$ cat config.mk
export PLATFORM = sky130hd
export DESIGN_NAME = earliest_free_server_dispatch
export DESIGN_NICKNAME = d
export VERILOG_FILES = /design/src/design/efsd_pkg.sv /design/src/design/earliest_free_server_dispatch.sv
export SDC_FILE = /design/constraint.sdc
export NUM_CORES = 2
export LEC_CHECK = 0
export ABC_CLOCK_PERIOD_IN_PS = 21700
export CORE_MARGIN = 8
export CORE_UTILIZATION = 30
export CTS_CLUSTER_DIAMETER = 120
export CTS_CLUSTER_SIZE = 14
export DETAILED_ROUTE_END_ITERATION = 12
export DONT_BUFFER_PORTS = 1
export PLACE_DENSITY = 0.45
export SLEW_MARGIN = 20
export SYNTH_ARGS = -nofsm -noshare
export SYNTH_HDL_FRONTEND = slang
export SYNTH_SLANG_ARGS = --single-unit
$ cat constraint.sdc
create_clock -name i_clk -period 21.7 [get_ports i_clk]
set_input_delay 1.085 -clock i_clk [delete_from_list [all_inputs] [get_ports i_clk]]
set_output_delay 1.085 -clock i_clk [all_outputs]
set_load 0.03 [all_outputs]
$ cat src/design/efsd_pkg.sv
`timescale 1ns / 1ps

package efsd_pkg;

    // field and load widths
    localparam int LOAD_W          = 32;
    localparam int DUR_W           = 16;
    localparam int SRV_W           = 5;
    localparam int CNT_W           = 5;
    localparam int DEF_MAX_SERVERS = 16;

    // output tdata packing, padded to whole bytes
    localparam int OUT_FIELD_W = 2 * SRV_W + 1;
    localparam int OUT_DATA_W  = ((OUT_FIELD_W + 7) / 8) * 8;

    // request kinds carried on tuser
    localparam logic MODE_ASSIGN = 1'b0;
    localparam logic MODE_CLEAR  = 1'b1;

    typedef logic [LOAD_W-1:0] t_load;

endpackage

$ cat src/design/earliest_free_server_dispatch.sv
`timescale 1ns / 1ps

// Earliest-free server dispatch.
// Input stream (s_axis): one request per beat. tuser selects the kind:
// assign a job (0) or clear all server loads (1); tdata carries the job
// duration. Output stream (m_axis): one result per request, carrying the
// assigned server (0 for a clear), the server the next job would receive
// and a flag set when the assigned server's load reached its maximum.
// Config channel (i_cfg_valid/o_cfg_ready/i_cfg_data): server count,
// always ready; write it only while no request is in flight.
// A request lands in the input register and its result in the result
// register, which loads when the receiver does not stall. Throughput: one
// request per cycle while the receiver takes results, set by the saturating
// add and the comparator tree over the active server loads, which both lie
// between the two registers.
// The least-loaded server is kept in a register so the add needs no search.
// Reset: all loads zero, server count 1, both stages empty.
// When the receiver stalls, the result register holds, the input register
// fills, and s_axis_tready falls until the result is taken.
module earliest_free_server_dispatch
    import efsd_pkg::*;
#(
    parameter int MAX_SERVERS = DEF_MAX_SERVERS
) (
    input  logic                  i_clk,
    input  logic                  i_rst_n,
    // config write channel
    input  logic                  i_cfg_valid,
    output logic                  o_cfg_ready,
    input  logic [CNT_W-1:0]      i_cfg_data,     // server_count
    // request stream
    input  logic                  s_axis_tvalid,
    output logic                  s_axis_tready,
    input  logic [DUR_W-1:0]      s_axis_tdata,   // [15:0] job_duration
    input  logic                  s_axis_tuser,   // [0] mode
    // result stream
    output logic                  m_axis_tvalid,
    input  logic                  m_axis_tready,
    output logic [OUT_DATA_W-1:0] m_axis_tdata    // [4:0] assigned_server,
                                                  // [9:5] next_server,
                                                  // [10] load_saturated
);

    localparam int IW = (MAX_SERVERS > 1) ? $clog2(MAX_SERVERS) : 1;
    localparam int P  = 1 << IW;
    localparam int AW = $clog2(MAX_SERVERS + 1) + 1;

    // state
    logic              r_in_valid;
    logic              r_in_mode;
    logic [DUR_W-1:0]  r_in_dur;
    logic              r_out_valid;
    logic [SRV_W-1:0]  r_out_assigned;
    logic [SRV_W-1:0]  r_out_next;
    logic              r_out_sat;
    logic [CNT_W-1:0]  r_count;
    logic [CNT_W-1:0]  n_count;
    t_load             r_loads [MAX_SERVERS];
    t_load             n_loads [MAX_SERVERS];
    logic [IW-1:0]     r_best;
    logic [IW-1:0]     n_best;

    logic              out_load;
    logic              adv;
    logic [AW-1:0]     n_active;
    t_load             old_load;
    logic [LOAD_W:0]   wide_sum;
    t_load             new_load;
    logic              new_sat;

    // comparator tree nodes, leaves at P..2P-1
    t_load             tr_ld [1:2*P-1];
    logic              tr_v  [1:2*P-1];
    logic [IW-1:0]     tr_ix [1:2*P-1];

    // handshake
    assign out_load      = !r_out_valid || m_axis_tready;
    assign adv           = r_in_valid && out_load;
    assign s_axis_tready = !r_in_valid || adv;
    assign o_cfg_ready   = 1'b1;

    // server count after this cycle's config write
    assign n_count = (i_cfg_valid && o_cfg_ready) ? i_cfg_data : r_count;

    // active server count, clamped to 1..MAX_SERVERS
    always_comb begin
        if (n_count == '0) begin
            n_active = AW'(1);
        end else if (int'(n_count) > MAX_SERVERS) begin
            n_active = AW'(MAX_SERVERS);
        end else begin
            n_active = AW'(n_count);
        end
    end

    // saturating add on the least-loaded server
    assign old_load = r_loads[r_best];
    assign wide_sum = {1'b0, old_load} + {{(LOAD_W + 1 - DUR_W){1'b0}}, r_in_dur};
    assign new_load = wide_sum[LOAD_W] ? {LOAD_W{1'b1}} : wide_sum[LOAD_W-1:0];
    assign new_sat  = (new_load == {LOAD_W{1'b1}});

    // next load set
    always_comb begin
        for (int i = 0; i < MAX_SERVERS; i++) begin
            n_loads[i] = r_loads[i];
            if (adv) begin
                if (r_in_mode == MODE_CLEAR) begin
                    n_loads[i] = '0;
                end else if (IW'(i) == r_best) begin
                    n_loads[i] = new_load;
                end
            end
        end
    end

    // argmin tree over active servers, left wins ties
    always_comb begin
        for (int i = 0; i < P; i++) begin
            tr_ld[P + i] = '0;
            tr_v[P + i]  = 1'b0;
            tr_ix[P + i] = IW'(i);
        end
        for (int i = 0; i < MAX_SERVERS; i++) begin
            tr_ld[P + i] = n_loads[i];
            tr_v[P + i]  = (i < int'(n_active));
        end
        for (int k = P - 1; k >= 1; k--) begin
            if (tr_v[2*k] && (!tr_v[2*k+1] || tr_ld[2*k] <= tr_ld[2*k+1])) begin
                tr_ld[k] = tr_ld[2*k];
                tr_v[k]  = 1'b1;
                tr_ix[k] = tr_ix[2*k];
            end else begin
                tr_ld[k] = tr_ld[2*k+1];
                tr_v[k]  = tr_v[2*k+1];
                tr_ix[k] = tr_ix[2*k+1];
            end
        end
        n_best = tr_ix[1];
    end

    // control and load registers
    always_ff @(posedge i_clk) begin
        if (!i_rst_n) begin
            r_in_valid  <= 1'b0;
            r_out_valid <= 1'b0;
            r_count     <= CNT_W'(1);
            r_best      <= '0;
            for (int i = 0; i < MAX_SERVERS; i++) begin
                r_loads[i] <= '0;
            end
        end else begin
            if (s_axis_tready) begin
                r_in_valid <= s_axis_tvalid;
            end
            if (out_load) begin
                r_out_valid <= r_in_valid;
            end
            r_count <= n_count;
            r_best  <= n_best;
            for (int i = 0; i < MAX_SERVERS; i++) begin
                r_loads[i] <= n_loads[i];
            end
        end
    end

    // payload registers
    always_ff @(posedge i_clk) begin
        if (s_axis_tready && s_axis_tvalid) begin
            r_in_mode <= s_axis_tuser;
            r_in_dur  <= s_axis_tdata;
        end
        if (adv) begin
            r_out_next <= SRV_W'(int'(n_best) + 1);
            if (r_in_mode == MODE_CLEAR) begin
                r_out_assigned <= '0;
                r_out_sat      <= 1'b0;
            end else begin
                r_out_assigned <= SRV_W'(int'(r_best) + 1);
                r_out_sat      <= new_sat;
            end
        end
    end

    assign m_axis_tvalid = r_out_valid;
    assign m_axis_tdata  = {{(OUT_DATA_W - OUT_FIELD_W){1'b0}},
                            r_out_sat, r_out_next, r_out_assigned};

`ifndef SYNTH
    // the tracked least-loaded server index always stays below MAX_SERVERS
    a_best_active: assert property (@(posedge i_clk) disable iff (!i_rst_n)
        int'(r_best) < MAX_SERVERS)
        else $error("least-loaded server index out of range");

    // a clear leaves the chosen server at zero load
    a_clear_zero: assert property (@(posedge i_clk) disable iff (!i_rst_n)
        (adv && r_in_mode == MODE_CLEAR) |=> (r_loads[r_best] == '0))
        else $error("load not zero after clear");

    // an assigned job never lowers the server's load
    a_load_grows: assert property (@(posedge i_clk) disable iff (!i_rst_n)
        (adv && r_in_mode == MODE_ASSIGN) |=>
            (r_loads[$past(r_best)] >= $past(old_load)))
        else $error("server load decreased on assign");

    // a result enters the output register only when a request advances
    a_out_from_adv: assert property (@(posedge i_clk) disable iff (!i_rst_n)
        (!r_out_valid && !r_in_valid) |=> !r_out_valid)
        else $error("result without request");
`endif

endmodule
# [Word-level counts from Yosys, hierarchy flattened]
# Memories as Yosys holds them, arrays and structs flattened. A register that Yosys moved wholly into a read port is not among the register bits.
# Cells that the tools add are included.
# W data, S select, Z words.
[totals] mem_count=1 mem_bits_rw=512 regBits=39 word_cells=244 output_inout_bits=19
[mem_list] name="r_loads" words=16 width=32 read_ports=17 rd_clocked_by_memory_dff=1 wr=16 line_no="earliest_free_server_dispatch.sv:58" text="t_load r_loads [MAX_SERVERS];"
[op_classes] mux=114 reduce_logical=53 n_addsub=3 n_eq_ne=16 n_lt_le_gt_ge=32 bitwise_logic=16
[ops] op="$mux W32" count=79
[ops] op="$le A32 B32 Y1" count=15
[ops] op="$lt A4 B6 Y1 const A" count=8
[ops] op="$add A32 B16 Y33" count=1
[ops] op="$eq A32 B32 Y1 const B" count=1
[ops] op="$eq A4 B4 Y1 const A" count=8
[ops] op="$mux W4" count=8
[ops] op="$lt A3 B6 Y1 const A" count=4
[ops] op="$mux W1" count=24
[ops] op="$logic_and A1 B1 Y1" count=17
[ops] op="$logic_not A1 Y1" count=17
[ops] op="$logic_or A1 B1 Y1" count=17
[ops] op="$eq A3 B4 Y1 const A" count=4
[ops] op="$or A1 B1 Y1" count=16
[ops] op="$lt A1 B6 Y1 const A" count=2
[ops] op="$lt A2 B6 Y1 const A" count=2
[ops] op="$add A4 B1 Y5 const B" count=2
[ops] op="$mux W5" count=2
[ops] op="$eq A2 B4 Y1 const A" count=2
[ops] op="$mux W6" count=1
[ops] op="$gt A5 B5 Y1 const B" count=1
[ops] op="$logic_not A5 Y1" count=1
[ops] op="$eq A1 B4 Y1 const A" count=1
[ops] op="$logic_not A4 Y1" count=1

# [Depth between registers and ports, before layout]
[logic_depth] word_depth=22 mapped_depth=85

# [Worst setup path after synthesis]
# Ideal clock, no wire load.
[synth_path] path_kind="reg2reg" start="reg r_best[0]" end="reg r_out_next[4], data pin" t_required_ns=21.445 arrival_time_ns=16.567 n_path_buf=18 stages_incl_launch_ff=83 setup_ns=0.255 path_slack_ns=4.878 period_less_slack_ns=16.822 path_cell_list="dfxtp_1 -> buf_6 -> buf_12 -> buf_12 -> buf_6 -> buf_6 -> buf_1 -> buf_1 -> mux4_2 -> mux4_2 -> ha_1 -> and3_1 -> and3_1 -> nand3_1 -> o221ai_1 -> or4b_1 -> buf_6 -> nor2_2 -> [47 not listed] -> clkbuf_1 -> clkbuf_1 -> a21oi_1 -> ha_1 -> nor2b_1 -> o21a_1 -> o21a_1 -> o21a_1 -> o21ai_0 -> nand2b_1 -> a21oi_1 -> o221ai_1 -> a221oi_1 -> a21oi_1 -> clkbuf_1 -> o21a_1 -> ha_1 -> and3_1"
[synth_via] elab_chain_cells=21
[synth_rtl] element="start, declared" line_no="earliest_free_server_dispatch.sv:60" text="logic [IW-1:0] r_best;"
[synth_rtl] element="start signal, assigned" line_no="earliest_free_server_dispatch.sv:159" text="r_best <= n_best;"
[synth_rtl] element="$eq A1 B4 Y1 (tied with other cells)" line_no="earliest_free_server_dispatch.sv:109" text="end else if (IW'(i) == r_best) begin"
[synth_rtl] element="$mux W32" line_no="earliest_free_server_dispatch.sv:109"
[synth_rtl] element="$mux W32" line_no="earliest_free_server_dispatch.sv:107" text="if (r_in_mode == MODE_CLEAR) begin"
[synth_rtl] element="$mux W32" line_no="earliest_free_server_dispatch.sv:106" text="if (adv) begin"
[synth_rtl] element="$le A32 B32 Y1" line_no="earliest_free_server_dispatch.sv:128" text="if (tr_v[2*k] && (!tr_v[2*k+1] || tr_ld[2*k] <= tr_ld[2*k+1])) begin"
[synth_rtl] element="$logic_or A1 B1 Y1" line_no="earliest_free_server_dispatch.sv:128"
[synth_rtl] element="$logic_and A1 B1 Y1" line_no="earliest_free_server_dispatch.sv:128"
[synth_rtl] element="$mux W32 / $mux W1 (equally long branches)" line_no="earliest_free_server_dispatch.sv:128"
[synth_rtl] element="[6 not listed]"
[synth_rtl] element="$logic_and A1 B1 Y1" line_no="earliest_free_server_dispatch.sv:128"
[synth_rtl] element="$mux W32 / $mux W1 (equally long branches)" line_no="earliest_free_server_dispatch.sv:128"
[synth_rtl] element="$le A32 B32 Y1 / $logic_not A1 Y1 (equally long branches)" line_no="earliest_free_server_dispatch.sv:128"
[synth_rtl] element="$logic_or A1 B1 Y1" line_no="earliest_free_server_dispatch.sv:128"
[synth_rtl] element="$logic_and A1 B1 Y1" line_no="earliest_free_server_dispatch.sv:128"
[synth_rtl] element="$mux W4 *" line_no="earliest_free_server_dispatch.sv:128"
[synth_rtl] element="net n_best[1]" line_no="earliest_free_server_dispatch.sv:61" text="logic [IW-1:0] n_best;"
[synth_rtl] element="$add A4 B1 Y5 *" line_no="earliest_free_server_dispatch.sv:173" text="r_out_next <= SRV_W'(int'(n_best) + 1);"
[synth_rtl] element="end signal, assigned" line_no="earliest_free_server_dispatch.sv:173"
[synth_rtl] element="end, declared" line_no="earliest_free_server_dispatch.sv:54" text="logic [SRV_W-1:0] r_out_next;"
# The timed path passes the listed nets; every way through them passes the cells marked *.
# A chain may end at the register's enable or synchronous reset.

==> metrics.md <==
| Metric | Value |
|---|---|
| Unrepaired setup endpoints after global routing | `false` |
| Antenna-violating nets left | `0` |
| Clock buffer depth | `3` |
| Synthesized cell area | `roughly 0.044 mm^2` |
| Detailed placement HPWL | `159 mm` |
| Seq pwr share | `31.4%` |
| Setup Skew | `~43 ps` |
| Count of cell types in the netlist | `108` |
| Clock Tree Root | `clkbuf_16` |
| Buf/Inv on CP | `7` |
| Setup TNS | `0 ps` |
| Number of global-route vias before repair | `39.2k` |
| Internal | `1980 uW` |
| CP max FO | `39` |
| Die height | `398 um` |
| Commonest non-fill, non-tap cell in the layout | `nand2_1` |
| Most frequent CP cell | `o21a_1` |
| Util after Layout | `32.5%` |
| Synth top area share | `23.9%` |
| Post_cts resized | `0` |
| Initial DRC count | `4482` |
| Final period utilization | `91.8%` |
| YS warnings | `0` |
| Startpoint types | `register` |
| Crit Path Class | `reg -> reg` |
| Critical Path AT | `slightly above 20000 ps` |
| Via count | `41.3k` |
| Share of layout cells above drive strength 1 | `9.34%` |
| Fraction of registers with async set/reset | `0%` |
| Synth Flop Type | `dfxtp_1` |
| Area delta synth->final | `7.93%` |
| Dpl ws | `2270 ps` |
| Max_cap viols | `0` |
| Max-slew headroom | `15.8%` |
| Initial antenna violation count | `10` |
| Combinational share of power | `43.5%` |
| H-Tree Depth | `2` |
| Sw Pwr | `1510 uW` |
| WP data required | `about 22000 ps` |
| Number of flops mapped to enable cells by yosys | `28` |
| Sequential area share after synthesis | `25.8%` |
| Initial Util | `30.2%` |
| 1st-pass router iterations | `5` |
| # setup viols final | `0` |
| Clock sink total | `~550` |
| CP Depth | `62` |
| Syn Inst Count | `5247` |
| Drc violations | `0` |
| Placer's final routability congestion estimate | `0.980` |
| Pwr/cell area | `73.9 mW/mm^2` |
| Io pins | `46` |
| Top layer in use | `met5` |
| Crit path max-delay cell type | `nor4_1` |
| Total congestion overflow | `0` |
| Post-Route WL | `209 mm` |
| Status | `finished, final reports clean` |
| FILL cells | `15.2k` |
| Most frequent cells in the layout | `nand2_1 (550), nor2_1 (534), dfxtp_1 (520)` |
| Min cycle time layout | `approximately 20000 ps` |
| Largest net degree at the start of global routing | `189` |
| Vias per cell | `5.87` |
| Wirelength per Cell | `slightly below 30 um` |
| Num CTS Buffers | `46` |
| Core area | `~0.15 mm^2` |
| Post-CTS Hold Fix Bufs | `0` |
| Layout Nets | `5622` |
| Synth area leaders | `dfxtp_1 (24%), ha_1 (14%), mux4_2 (6.3%)` |
| Switching share of power | `43.3%` |
| Worst skew pair latency | `about 700 ps` |
| Clock network power share | `25.1%` |
| Final Power | `about 3500 uW` |
| Crit path capture type | `register` |
| TritonCTS clock tree | `built` |
| Setup Fix Bufs, Post-CTS | `0` |
| Worst hold path class | `in -> reg` |
| Fin worst setup slack | `1770 ps` |
| Die Area | `0.158 mm^2` |
| Reg2Reg Depth | `62` |
| Port-buffer cells | `0` |
| Num rows | `140` |
| Mean Syn Cell Area | `8.35 um^2` |
| Slew Viols, Final | `0` |
| Final hold vios | `0` |
| Overall Global Routing Usage | `25.4%` |
| Yosys top cell by area | `dfxtp_1` |
| Yosys reg bits | `551` |
| Hold path depth | `0` |
| DIE WIDTH | `398 um` |
| Clk pin slew, worst setup/hold paths | `90 ps` |
| Routed wire length on met2 | `89.7 mm` |
| Worst ir drop on vdd | `0.0779 mV` |
| Global-route wire length before repair | `296 mm` |
| Maximum clock rate | `50.2 MHz` |
| Lkg Pwr | `0.0205 uW` |
| Least-Margin Pin Slew | `1250 ps` |
| Met1 Routed Length | `between 90 and 100 mm` |
| CP peak stage delay | `between 1000 and 1500 ps` |
| Met3 wire length | `between 15 and 20 mm` |
| Top Family by Delay on Critical Path | `compound AO/OA/AOI/OAI gates` |
worst paths after layout:
check / endpoint / slack, ps / from
worst min-delay path: r_in_dur[5]$_DFFE_PP_ / 510 / s_axis_tdata[5]
worst max register to register: r_out_next[4]$_DFFE_PP_ / 1770 / r_best[0]$_SDFF_PN0_
worst min register to register: r_count[0]$_SDFF_PN1_ / 520 / r_count[0]$_SDFF_PN1_
worst max-delay path: r_out_next[4]$_DFFE_PP_ / 1770 / r_best[0]$_SDFF_PN0_
synthesized netlist by cell type (104+ instances only):
master and number:
and2_1 203, a21oi_1 214, dfxtp_1 523, inv_1 318
a22oi_1 158, nor2_1 543, mux2i_1 227, nand2_1 550
mux4_2 123, nand4_1 104, o21ai_0 437, clkbuf_1 251
a21o_1 161, ha_1 494
worst reg2reg max path: cells and delay by family (launching register included):
family / cells / cell delay [ps]
compound gates: 31 / 8250
fa+ha+maj: 7 / 2190
mux: 3 / 1450
simple gates: 14 / 4460
buf+inv: 7 / 2570
flops: 1 / 770
state kept, by name (all words and copies together), names as in the netlist:
name,flops
r_in_valid,1
r_out_assigned,5
r_out_sat,1
r_out_next,5
r_count,5
r_in_dur,16
r_loads,512
r_in_mode,1
r_best,4
m_axis_tvalid,1
power by group through the flow:
stage	sequential, uW	clock, uW	combinational [uW]
6_report	1100	876	1520
2_1_floorplan	1070	0	1000
5_1_grt	1100	925	1600
4_1_cts	1100	896	1490
3_5_place_dp	1120	0	1480
3_3_place_gp	1120	0	1490
cell type report:
| type | count | area (um^2) | area share, % |
|---|---|---|---|
| inverters | 322 | 1220 | 2.57 |
| clock inverters | 3 | 47.5 | 0.101 |
| well taps | 1917 | 2400 | 5.08 |
| multi-input cells | 4034 | 29900 | 63.2 |
| repair buffers | 145 | 1110 | 2.36 |
| clock buffers | 61 | 1290 | 2.73 |
| diodes | 3 | 7.51 | 0.0159 |
| flip-flops and latches | 551 | 11300 | 24.0 |
layer usage:
layer,global-route usage [%],up-vias
li1,-,18600
met1,34.4,20400
met2,39.3,1901
met3,3.99,422
met4,12.7,4
met5,0,-
cell families after synthesis:
| logic type | Yosys count | synth area share, % |
|---|---|---|
| adders and majority gates | 497 | 14.2 |
| AOI/OAI and AO/OA | 1401 | 20.7 |
| muxes | 429 | 14.4 |
| DFF | 551 | 25.8 |
| and+or+nand+nor | 1673 | 17.7 |
| xor gates and xnor gates | 28 | 0.603 |
| buffers and inverters | 666 | 6.53 |
| other | 2 | 0.0171 |
stage by stage:
step                      instance area, um^2  instances  hold slack, ps
after floorplan                         43800       5251             468
final                                   47300       7036             511
after detailed placement                45900       6969             497
after CTS                               47200       7033             460
after global routing                    47300       7033             481
after global placement                  45900       6969             491
(Power assumes the default switching activity.)
